## config.mk

```make
export PLATFORM = sky130hd
export DESIGN_NAME = fa2p_div_step
export DESIGN_NICKNAME = d
export VERILOG_FILES = /design/src/hw/rtl/fa2p_pkg.sv /design/src/hw/rtl/fa2p_div_step.sv
export SDC_FILE = /design/constraint.sdc
export NUM_CORES = 1
export LEC_CHECK = 0
export ABC_AREA = 1
export BUFFER_PORTS_ARGS = -buffer_cell sky130_fd_sc_hd__clkbuf_2
export CAP_MARGIN = 20
export CORE_MARGIN = 1.5
export CORE_UTILIZATION = 45
export DETAILED_ROUTE_END_ITERATION = 8
export GPL_TIMING_DRIVEN = 0
export PLACE_DENSITY = 0.8
export SLEW_MARGIN = 20
export SYNTH_ARGS = -nofsm -noshare
export SYNTH_HDL_FRONTEND = slang
export SYNTH_SLANG_ARGS = --single-unit
```

## constraint.sdc

```tcl
create_clock -name clock -period 1.7 [get_ports clock]
set_clock_uncertainty 0.15 [all_clocks]
set_input_delay 0.085 -clock clock [delete_from_list [all_inputs] [get_ports clock]]
set_output_delay 0.085 -clock clock [all_outputs]
set_load 0.01 [all_outputs]
```

## src/hw/rtl/fa2p_pkg.sv

```systemverilog
`default_nettype none

package fa2p_pkg;

   // magnitude of a 32-bit signed input, saturated
   localparam int MagWidth    = 31;
   localparam int InWidth     = 32;
   localparam int AngleWidth  = 19;
   localparam int CoefCount   = 6;
   localparam int RefFracBits = 16;
   localparam int Q30Bits     = 30;

   // pi and pi/2, Q2.30, truncated
   localparam longint unsigned PiQ30     = 64'd3373259426;
   localparam longint unsigned HalfPiQ30 = 64'd1686629713;

   // odd arctangent polynomial, Q16, highest order first
   localparam int Coef16 [CoefCount] = '{-883, 3767, -7946, 12821, -21823, 65536};

   typedef struct packed {
      logic swap;    // |y| > |x|
      logic x_neg;
      logic y_neg;
      logic zero;    // both inputs zero
   } octant_type;

   // rescale a Q16 coefficient, truncating toward zero
   function automatic longint scale_coef(input int c16, input int frac_bits);
      longint mag;
      logic   neg;
      neg = (c16 < 0);
      mag = neg ? -longint'(c16) : longint'(c16);
      if (frac_bits >= RefFracBits) begin
         mag = mag << (frac_bits - RefFracBits);
      end else begin
         mag = mag >> (RefFracBits - frac_bits);
      end
      return neg ? -mag : mag;
   endfunction

endpackage

`default_nettype wire

```

## src/hw/rtl/fa2p_div_step.sv

```systemverilog
`default_nettype none

module fa2p_div_step
   import fa2p_pkg::*;
#(
   parameter int FRAC_BITS = 16,
   parameter bit FIRST     = 1'b0
)
(
   input  wire logic                  clock,
   input  wire logic                  reset,
   input  wire logic                  in_valid,
   input  wire logic [MagWidth-1:0]   in_rem,
   input  wire logic [MagWidth-1:0]   in_div,
   input  wire logic [FRAC_BITS:0]    in_quo,
   input  wire octant_type            in_oct,
   output logic                       out_valid,
   output logic [MagWidth-1:0]        out_rem,
   output logic [MagWidth-1:0]        out_div,
   output logic [FRAC_BITS:0]         out_quo,
   output octant_type                 out_oct
);

   localparam int QuoWidth = FRAC_BITS + 1;

   logic [MagWidth:0]   part;
   logic [MagWidth+1:0] diff;
   logic                take;
   logic [MagWidth-1:0] rem_in, rem_ff, div_ff;
   logic [QuoWidth-1:0] quo_in, quo_ff;
   octant_type          oct_ff;
   logic                valid_ff;

   // restoring step: one quotient bit; low dividend bits are all zero
   always_comb begin
      part   = FIRST ? {1'b0, in_rem} : {in_rem, 1'b0};
      diff   = {1'b0, part} - {2'b00, in_div};
      take   = ~diff[MagWidth+1];
      rem_in = take ? diff[MagWidth-1:0] : part[MagWidth-1:0];
      quo_in = {in_quo[QuoWidth-2:0], take};
   end

   always_ff @(posedge clock) begin
      if (reset) begin
         valid_ff <= 1'b0;
      end else begin
         valid_ff <= in_valid;
      end
      rem_ff <= rem_in;
      div_ff <= in_div;
      quo_ff <= quo_in;
      oct_ff <= in_oct;
   end

   assign out_valid = valid_ff;
   assign out_rem   = rem_ff;
   assign out_div   = div_ff;
   assign out_quo   = quo_ff;
   assign out_oct   = oct_ff;

endmodule

`default_nettype wire

```

* Yosys cells after proc, flatten, opt, wreduce, memory -nomap -nowiden
Cells that the tools add are included.
W data, S select, Z words.
** Word-level totals
- Register bits :: 84
- Latch bits :: 0
- Memory bits (writable) :: 0
- Memory bits (read-only) :: 0
- Memories kept :: 0
** Operators by class
- $add $sub $neg :: 1
- Multiply operators :: 0
- Div/mod/pow operators :: 0
- Magnitude comparators :: 0
- Equal/unequal tests :: 0
- Shifts and indexed selects :: 0
- Multiplexer cells :: 1
- Bitwise logic cells :: 1
- Reduce and logical (&&, ||, !) cells :: 0
** Operators with widths (count)
- $sub A32 B31 Y33 :: 1
- $mux W31 :: 1
- $not A1 Y1 :: 1

* Depth between registers and ports, before layout
Gate-level depths: netlist (run 1).
- Depth in word-level cells :: 2
- Mapped depth :: 14
- Mapped depth without buffers :: 13

* Least setup slack after synthesis (run 1)
OpenSTA, ideal clock, no wires.
- Path type :: input port to flip-flop
- Start :: input in_div[0]
- End :: register rem_ff[8] (netlist: out_rem[8])
- Library setup time :: 0.118 ns
- Arrival time :: 1.535 ns
- Data required time :: 1.432 ns
- Path slack :: -0.103 ns
- Stages on the path :: 13
- Cells stage by stage :: inv_1 -> fa_1 -> nand3_1 -> nand3_2 -> nand2_1 -> nand2_2 -> nand2_1 -> nand2_2 -> nand2_2 -> nand2_8 -> inv_8 -> buf_6 -> o21ai_2
** Between the ends
- Longest elaborated chain between the ends :: 2
** Ends and longest elaborated chain
- start: declaration :: RTL line fa2p_div_step.sv:14 : input wire logic [MagWidth-1:0] in_div,
- $sub A32 B31 Y33 :: RTL line fa2p_div_step.sv:37 : diff = {1'b0, part} - {2'b00, in_div};
- $mux W31 :: RTL line fa2p_div_step.sv:39 : rem_in = take ? diff[MagWidth-1:0] : part[MagWidth-1:0];
- via rem_in[8] :: RTL line fa2p_div_step.sv:29 : logic [MagWidth-1:0] rem_in, rem_ff, div_ff;
- end signal: assignment :: RTL line fa2p_div_step.sv:49 : rem_ff <= rem_in;
- end: declaration :: RTL line fa2p_div_step.sv:29
The timed path passes the listed nets, and every way through them passes these cells.
A chain may end at the register's enable or synchronous reset.

* Final worst setup path (run 1)
- Start :: input in_div[29]
- End :: register rem_ff[12] (netlist: out_rem[12])
Same word-level chain as after synthesis.

==> impl_metrics.tcl, run 1 <==
set metrics [dict create \
    place_ws_ns -0.393 \
    nets 1057 \
    arrival_ns 1.74 \
    leakage_nw 3.87 \
    dr.pass1.iters 4 \
    synth_top_area_frac 0.366 \
    cts.sinks 84 \
    io_buffers 168 \
    layout_common_cells "nand2_1 (239), clkbuf_2 (168), inv_1 (136)" \
    slew_viol_final 0 \
    hold_viol_final 0 \
    htreeDepth 3 \
    comb_power_share 0.316 \
    wl_um 13700 \
    layout-drive-gt1-share 0.275 \
    clkTransAtPathRegs_ns 0.09 \
    dpl.hpwl_um 9520 \
    grt_pass1_wl_um 21400 \
    net-switching-power_w 0.00181 \
    worstPathRequired_ns 1.80 \
    drtIter0Drc 244 \
    period_minus_slack_ns 1.64 \
    synth_top_area_cell "dfxtp_1" \
    gr-total-overflow 0 \
    final_area_mm2 0.00688 \
    die_area_mm2 0.0108 \
    core_mm2 0.00982 \
    vias 4901 \
    worst_slack_ns 0.0619 \
    maxCapViolCount 0 \
    grt_usage 0.248 \
    syn_to_final_growth_pct 49.9 \
    fp-row-count 36 \
    placed_area_mm2 0.00562 \
    grt_pass1_vias 4601 \
    die_h_um 104 \
    antennaDiodeCount 0 \
    hold_ws_ns 0.0183 \
    ctsRootBufferMaster "clkbuf_8" \
    synthSimpleGateAreaFrac 0.334 \
    cts_tree "yes" \
    gp_congestion 0.944 \
    remaining_drc_errors 0 \
    p_per_area_mw_per_mm2 816 \
    antenna_found_initial 0 \
    internal_power_w 0.00380 \
    synth_fa_ha_area_frac 0.0861 \
    synthXorXnorAreaFrac 0.0267 \
    clk_path_buf_depth 2 \
    final_common_cell "nand2_1" \
    synth_top_family_by_area "simple AND/OR/NAND/NOR gates" \
    synth_cell_type_count 30 \
    synth_area_leaders "dfxtp_1 (37%), nand2_1 (20%), inv_1 (11%)" \
    holdPathEnd "out_rem[1]" \
    synthesis.instances 672 \
    holdPathStages 4 \
    routedWlPerCell_um 12.7 \
    end_kind "flip-flop" \
    fill_cells 875 \
    ys_ff_latch 84 \
    seq_area_frac_synth 0.366 \
    syn_nets 789 \
    dieWidth_um 104 \
    cts_buffers 9 \
    fmax_mhz 610 \
    critical_path_class "in -> reg" \
    yosys_warnings 0 \
    syn_area_per_cell_um2 6.83 \
    p_seq_frac 0.399 \
    start_util 0.468 \
    synth_compound_area_frac 0.0583 \
    viasPerCell 4.55 \
    critPathLaunchType "input port" \
    peakVddDrop_mv 0.425 \
    rsz0062_at_grt "false" \
    min_period_over_period 0.964 \
    p_sw_frac 0.322 \
    synth.mux.area_fraction 0 \
    p_clk_frac 0.286 \
    tightest_slew_ns 0.261 \
    setup_viol 0 \
    min_path_type "in -> reg" \
    syn_area_mm2 0.00459 \
    status "finished clean" \
    drtAntennaViolNets 0 \
    grt_max_degree 15 \
    min_from "in_rem[0]" \
    pin_count 170 \
    max-slew-margin-rel 0.825 \
    path_max_fanout 10 \
]
worst max path at each step:
stage | startpoint | endpoint | slack [ns] | depth (start not counted)
floorplan | in_div[0] | out_rem[8] | -0.02 | 13
detailed placement | in_div[0] | out_rem[2] | -0.39 | 14
global placement | in_div[0] | out_rem[29] | -0.38 | 15
global route | in_div[29] | out_rem[26] | 0.005 | 13
CTS | in_div[21] | out_rem[11] | 0.03 | 15
finish | in_div[29] | out_rem[12] | 0.06 | 13
timing repair:
item                                    CTS  global route
gates cloned                              0             0
buffers inserted                          0             5
endpoints found under the setup margin   10            31
pin swaps                                 1             6
hold buffers                             84             0
hold endpoints to repair                 83             0
resized for setup                         0            28
worst max-delay path, stage by stage:
cell	delay, ns
clkbuf_2	0.09
inv_1	0.04
ha_1	0.32
nand2_2	0.10
nor3_4	0.21
nand2_1	0.12
nor3_2	0.26
nand2_4	0.10
nand2_8	0.09
inv_8	0.05
buf_12	0.15
nand2_2	0.07
o21ai_2	0.06
power by group through the flow:
| stage | combinational, W | clock (W) | sequential [W] |
|---|---|---|---|
| 6_report | 0.00177 | 0.00160 | 0.00224 |
| 3_3_place_gp | 0.00148 | 0 | 0.00227 |
| 3_5_place_dp | 0.00149 | 0 | 0.00228 |
| 5_1_grt | 0.00194 | 0.00171 | 0.00226 |
| 2_1_floorplan | 0.000852 | 0 | 0.00239 |
| 4_1_cts | 0.00165 | 0.00161 | 0.00223 |
registers in the layout, indices dropped and copies added, names as in the netlist:
signal     count
out_div       31
out_rem       31
out_quo       17
out_oct        4
out_valid      1
stage by stage:
step | utilization | cells | TNS (ns) | power (W)
final | 0.701 | 1078 | 0 | 0.00561
after global routing | 0.701 | 1078 | 0 | 0.00591
after CTS | 0.680 | 1073 | 0 | 0.00549
after detailed placement | 0.572 | 973 | -11.85 | 0.00377
after global placement | 0.572 | 973 | -11.12 | 0.00375
after floorplan | - | 672 | -0.262 | 0.00325
metal layers:
| layer | wire length [um] | part of all wire | global-route usage | vias to the layer above |
|---|---|---|---|---|
| li1 | - | - | - | 2569 |
| met1 | 6200 | 0.45 | 0.320 | 2143 |
| met2 | 6590 | 0.48 | 0.420 | 167 |
| met3 | 666 | 0.049 | 0.0345 | 22 |
| met4 | 282 | 0.021 | 0.0933 | 0 |
| met5 | 0 | 0 | 0 | - |
Yosys cell counts, drive strengths merged:
| master | n |
|---|---|
| xnor2 | 13 |
| nand3b | 6 |
| a21oi | 22 |
| and2 | 1 |
| nor3 | 4 |
| dfxtp | 84 |
| o21ai | 15 |
| o21bai | 3 |
| buf | 5 |
| or2 | 1 |
| fa | 1 |
| nand3 | 40 |
| ha | 30 |
| nand4 | 3 |
| inv | 139 |
| xor2 | 1 |
| nand2 | 262 |
| nor2 | 42 |
area by class of cell:
| cell class | count | area [um^2] | area share |
|---|---|---|---|
| plain buffers | 5 | 76.3 | 0.0111 |
| clock buffers | 11 | 131 | 0.0191 |
| clock inverters | 5 | 85.1 | 0.0124 |
| inverters | 139 | 529 | 0.0769 |
| multi-input cells | 444 | 2490 | 0.362 |
| flip-flops and latches | 84 | 1680 | 0.244 |
| well taps | 133 | 166 | 0.0242 |
| repair buffers | 257 | 1720 | 0.250 |
kinds of logic after synthesis:
family / after synthesis
DFF: 84
adders and majority gates: 31
xor gates and xnor gates: 14
and+or+nand+nor: 359
buffers and inverters: 144
AOI/OAI and AO/OA: 40
Power figures use the tool's default switching activity.
==> run 2: changes to the inputs <==
--- a/config.mk
+++ b/config.mk
@@ -8,6 +8,7 @@
 export ABC_AREA = 1
 export BUFFER_PORTS_ARGS = -buffer_cell sky130_fd_sc_hd__clkbuf_2
 export CAP_MARGIN = 20
+export CORE_ASPECT_RATIO = 2
 export CORE_MARGIN = 1.5
 export CORE_UTILIZATION = 45
 export DETAILED_ROUTE_END_ITERATION = 8
==> run 2 against run 1 <==
Net effect:
- via count is 5.5% higher
- highest routed layer unchanged
- global-route usage grew 3.0 points
- wire length is 13% higher
- hold slack improved by 0.033 ns
- core utilization increased by 1.6 points
- critical path type unchanged
- power up 7.8%
- critical path depth is 2 higher
==> impl_metrics.tcl, run 2 (synthesis gave the netlist of run 1 again) <==
set metrics [dict create \
    status "finished clean" \
    peakVddDrop_mv 0.537 \
    tightest_slew_ns 0.287 \
    pin_count 170 \
    setup_viol 0 \
    end_kind "flip-flop" \
    slew_viol_final 0 \
    layout-drive-gt1-share 0.299 \
    routedWlPerCell_um 14.3 \
    drtAntennaViolNets 0 \
    syn_to_final_growth_pct 56.5 \
    fmax_mhz 600 \
    remaining_drc_errors 0 \
    grt_pass1_vias 5099 \
    wl_um 15500 \
    clk_path_buf_depth 2 \
    p_per_area_mw_per_mm2 842 \
    grt_max_degree 14 \
    critPathLaunchType "input port" \
    final_util 0.717 \
    grt_usage 0.278 \
    worst_slack_ns 0.0342 \
    leakage_nw 3.95 \
    final_common_cell "nand2_1" \
    maxCapViolCount 0 \
    cts.sinks 84 \
    fill_cells 815 \
    min_path_type "in -> reg" \
    gp_congestion 0.901 \
    start_util 0.458 \
    critical_path_class "in -> reg" \
    fp-row-count 52 \
    arrival_ns 1.74 \
    vias 5170 \
    path_max_fanout 8 \
    hold_viol_final 0 \
    layout_common_cells "nand2_1 (237), clkbuf_2 (168), inv_1 (134)" \
    place_ws_ns -0.492 \
    core_mm2 0.0100 \
    die_area_mm2 0.0109 \
    worstPathRequired_ns 1.77 \
    max-slew-margin-rel 0.808 \
    drtIter0Drc 297 \
    clkTransAtPathRegs_ns 0.06 \
    nets 1061 \
    placed_area_mm2 0.00562 \
    final_area_mm2 0.00718 \
    ctsRootBufferMaster "clkbuf_16" \
    period_minus_slack_ns 1.67 \
    dr.pass1.iters 4 \
    antennaDiodeCount 0 \
    min_period_over_period 0.980 \
    fin_total_pwr_w 0.00605 \
    grt_pass1_wl_um 22700 \
    htreeDepth 3 \
    antenna_found_initial 0 \
    dieWidth_um 74.4 \
    cts_tree "yes" \
    dpl.hpwl_um 10900 \
    io_buffers 168 \
    cts_buffers 9 \
    hold_ws_ns 0.0509 \
    gr-total-overflow 0 \
    die_h_um 146 \
    viasPerCell 4.77 \
]
run 2: changes by cell type in the layout (fill, tap and decap cells not counted), moves of 2 or more:
cell / before / now
a21oi_2: 5 / 3
ha_4: 9 / 20
nand3_1: 38 / 36
inv_1: 136 / 134
a21oi_4: 0 / 2
nand2_1: 239 / 237
nand2_2: 20 / 22
inv_2: 2 / 4
buf_4: 5 / 9
clkbuf_16: 0 / 9
ha_1: 17 / 6
clkinv_2: 0 / 3
clkbuf_8: 9 / 0
run 2: repair_timing:
| action | in CTS | in global routing |
|---|---|---|
| endpoints found under the hold margin | 83 | 2 |
| resized for setup | 18 | 43 |
| buffers inserted | 3 | 6 |
| hold buffers | 82 | 2 |
| pin swaps | 3 | 11 |
| endpoints found under the setup margin | 31 | 31 |
run 2: critical path, cell delays in order:
cell and delay [ns]:
clkbuf_2 0.09, inv_1 0.08, ha_4 0.31, nand2_1 0.12
nand3_4 0.13, nand2_1 0.07, nand2_2 0.07, nand2_1 0.09
nand2_4 0.11, nand2_4 0.07, nand2_8 0.12, clkinv_8 0.09
buf_4 0.15, nand2_1 0.08, o21ai_2 0.07
run 2: worst paths after layout:
path        from           to  cells after the start
max    in_div[3]   out_rem[3]                     15
min   in_rem[29]  out_rem[30]                      5
run 2: per-layer routing:
layer | global-route usage | part of all wire
met5 | 0 | 0
met2 | 0.577 | 0.59
met1 | 0.213 | 0.29
met3 | 0.0395 | 0.045
met4 | 0.169 | 0.072
run 2: layout make-up:
class                      instances  area [um^2]  area share
timing repair buffer             261         1750       0.243
clock inverter                     5         53.8     0.00749
multi-input combinational        444         2690       0.374
inverter                         139          534      0.0744
sequential                        84         1680       0.234
tap                              135          169      0.0235
clock buffer                      10          229      0.0319
buffer                             5         80.1      0.0111
run 2: per-stage QoR:
step | TNS (ns) | instances
global route | -0.462 | 1083
floorplan | -0.262 | 672
finish | 0 | 1083
CTS | 0 | 1075
detailed placement | -14.21 | 975
global placement | -13.81 | 975
run 2: power breakdown:
part	internal [W]	total [W]	switching (W)
sequential	0.00218	0.00224	0.0000565
combinational	0.000846	0.00191	0.00107
clock	0.00112	0.00190	0.000773
total	0.00415	0.00605	0.00190
==> run 3: changes to the inputs <==
--- a/config.mk
+++ b/config.mk
@@ -10,10 +10,10 @@
 export CAP_MARGIN = 20
 export CORE_ASPECT_RATIO = 2
 export CORE_MARGIN = 1.5
-export CORE_UTILIZATION = 45
+export CORE_UTILIZATION = 33
 export DETAILED_ROUTE_END_ITERATION = 8
 export GPL_TIMING_DRIVEN = 0
-export PLACE_DENSITY = 0.8
+export PLACE_DENSITY = 0.62
 export SLEW_MARGIN = 20
 export SYNTH_ARGS = -nofsm -noshare
 export SYNTH_HDL_FRONTEND = slang
==> run 3 against run 2 <==
Net effect:
- power decreased by 0.39%
- hold slack got worse by 0.021 ns
- core utilization decreased by 18 points
- non-clock buffer count unchanged
- final cell count increased by 1.9%
- via count decreased by 4.8%
- global-route usage decreased by 7.3 points
- critical path type unchanged
- critical endpoint is now out_rem[26]
==> impl_metrics.tcl, run 3 (synthesis gave the netlist of run 1 again) <==
set metrics [dict create \
    nets 1061 \
    antennaDiodeCount 0 \
    hold_viol_final 0 \
    pin_count 170 \
    end_kind "flip-flop" \
    clk_path_buf_depth 2 \
    leakage_nw 3.95 \
    place_ws_ns -0.542 \
    status "finished clean" \
    die_area_mm2 0.0147 \
    min_path_type "in -> reg" \
    path_max_fanout 8 \
    gr-total-overflow 0 \
    period_minus_slack_ns 1.66 \
    critical_path_class "in -> reg" \
    final_common_cell "nand2_1" \
    cts_tree "yes" \
    tns_ns 0 \
    fmax_mhz 602 \
    die_h_um 170 \
    viasPerCell 4.46 \
    gp_congestion 0.927 \
    grt_max_degree 14 \
    clkTransAtPathRegs_ns 0.06 \
    critPathLaunchType "input port" \
    core_mm2 0.0135 \
    fp-row-count 60 \
    cts.sinks 84 \
    max-slew-margin-rel 0.812 \
    start_util 0.340 \
    routedWlPerCell_um 13.8 \
    wl_um 15200 \
    grt_pass1_vias 4826 \
    remaining_drc_errors 0 \
    final_util 0.535 \
    cts_buffers 9 \
    io_buffers 168 \
    worstPathRequired_ns 1.78 \
    antenna_found_initial 0 \
    dpl.hpwl_um 11800 \
    drtIter0Drc 140 \
    layout_common_cells "nand2_1 (234), clkbuf_2 (168), inv_1 (135)" \
    slew_viol_final 0 \
    syn_to_final_growth_pct 57.6 \
    peakVddDrop_mv 0.447 \
    vias 4922 \
    maxCapViolCount 0 \
    drtAntennaViolNets 0 \
    grt_pass1_wl_um 22600 \
    ctsRootBufferMaster "clkbuf_16" \
    worst_slack_ns 0.0398 \
    tightest_slew_ns 0.281 \
    min_period_over_period 0.977 \
    layout-drive-gt1-share 0.302 \
    dr.pass1.iters 4 \
    htreeDepth 3 \
    setup_viol 0 \
    dieWidth_um 86.4 \
    arrival_ns 1.74 \
    p_per_area_mw_per_mm2 833 \
    grt_usage 0.205 \
]
run 3: cell types whose count changed in the layout (fill, tap and decap cells not counted), sizes merged:
cell	previous run	this run
clkinv	5	2
bufinv	1	0
clkbuf	178	181
clkinvlp	0	2
run 3: per-stage QoR:
stage	power, W	hold WS, ns	area [um^2]	cells
3_3_place_gp	0.00383	0.0371	5650	995
3_5_place_dp	0.00385	0.0389	5650	995
2_1_floorplan	0.00325	-0.0373	4610	672
4_1_cts	0.00597	0.0356	6890	1100
6_report	0.00603	0.0295	7230	1104
5_1_grt	0.00638	0.0818	7230	1104
run 3: critical path: stages:
cell      delay, ns
clkbuf_2       0.09
inv_1          0.07
fa_2           0.41
nand3_2        0.10
nand3_4        0.10
nand2_2        0.08
nand2_2        0.06
nand2_1        0.07
nand2_2        0.10
nand2_4        0.10
nand2_8        0.09
buf_4          0.15
nand3_1        0.13
nand2_1        0.08
run 3: path summary, 6_finish.rpt:
path      start     endpoint  slack (ns)  cells after the start
max   in_div[1]  out_rem[26]        0.04                     14
min   in_rem[0]   out_rem[1]        0.03                      4
run 3: repair_timing:
action                                  CTS  global route
endpoints found under the hold margin    83             0
pin swaps                                 5             7
endpoints found under the setup margin   31            31
hold buffers                             84             0
gates resized for setup                  15            49
buffers inserted                          5             4
gates cloned                              0             0
run 3: routing by layer:
metal	part of all wire	GRT usage
met1	0.31	0.166
met2	0.62	0.441
met3	0.029	0.0306
met4	0.035	0.0989
met5	0	0
run 3: report_power, final:
| part | total (W) | leakage, nW | switching, W | internal, W |
|---|---|---|---|---|
| registers | 0.00223 | 0.709 | 0.0000491 | 0.00218 |
| logic | 0.00189 | 3.11 | 0.00104 | 0.000851 |
| clock network | 0.00190 | 0.138 | 0.000795 | 0.00111 |
| total | 0.00603 | 3.95 | 0.00189 | 0.00414 |
run 3: area by class of cell:
cell class,count,area (um^2)
plain buffers,5,85.1
clock buffers,13,270
clock inverters,3,20.0
fillers,1354,6280
inverters,139,534
multi-input cells,444,2700
flip-flops and latches,84,1680
well taps,155,194
repair buffers,261,1750
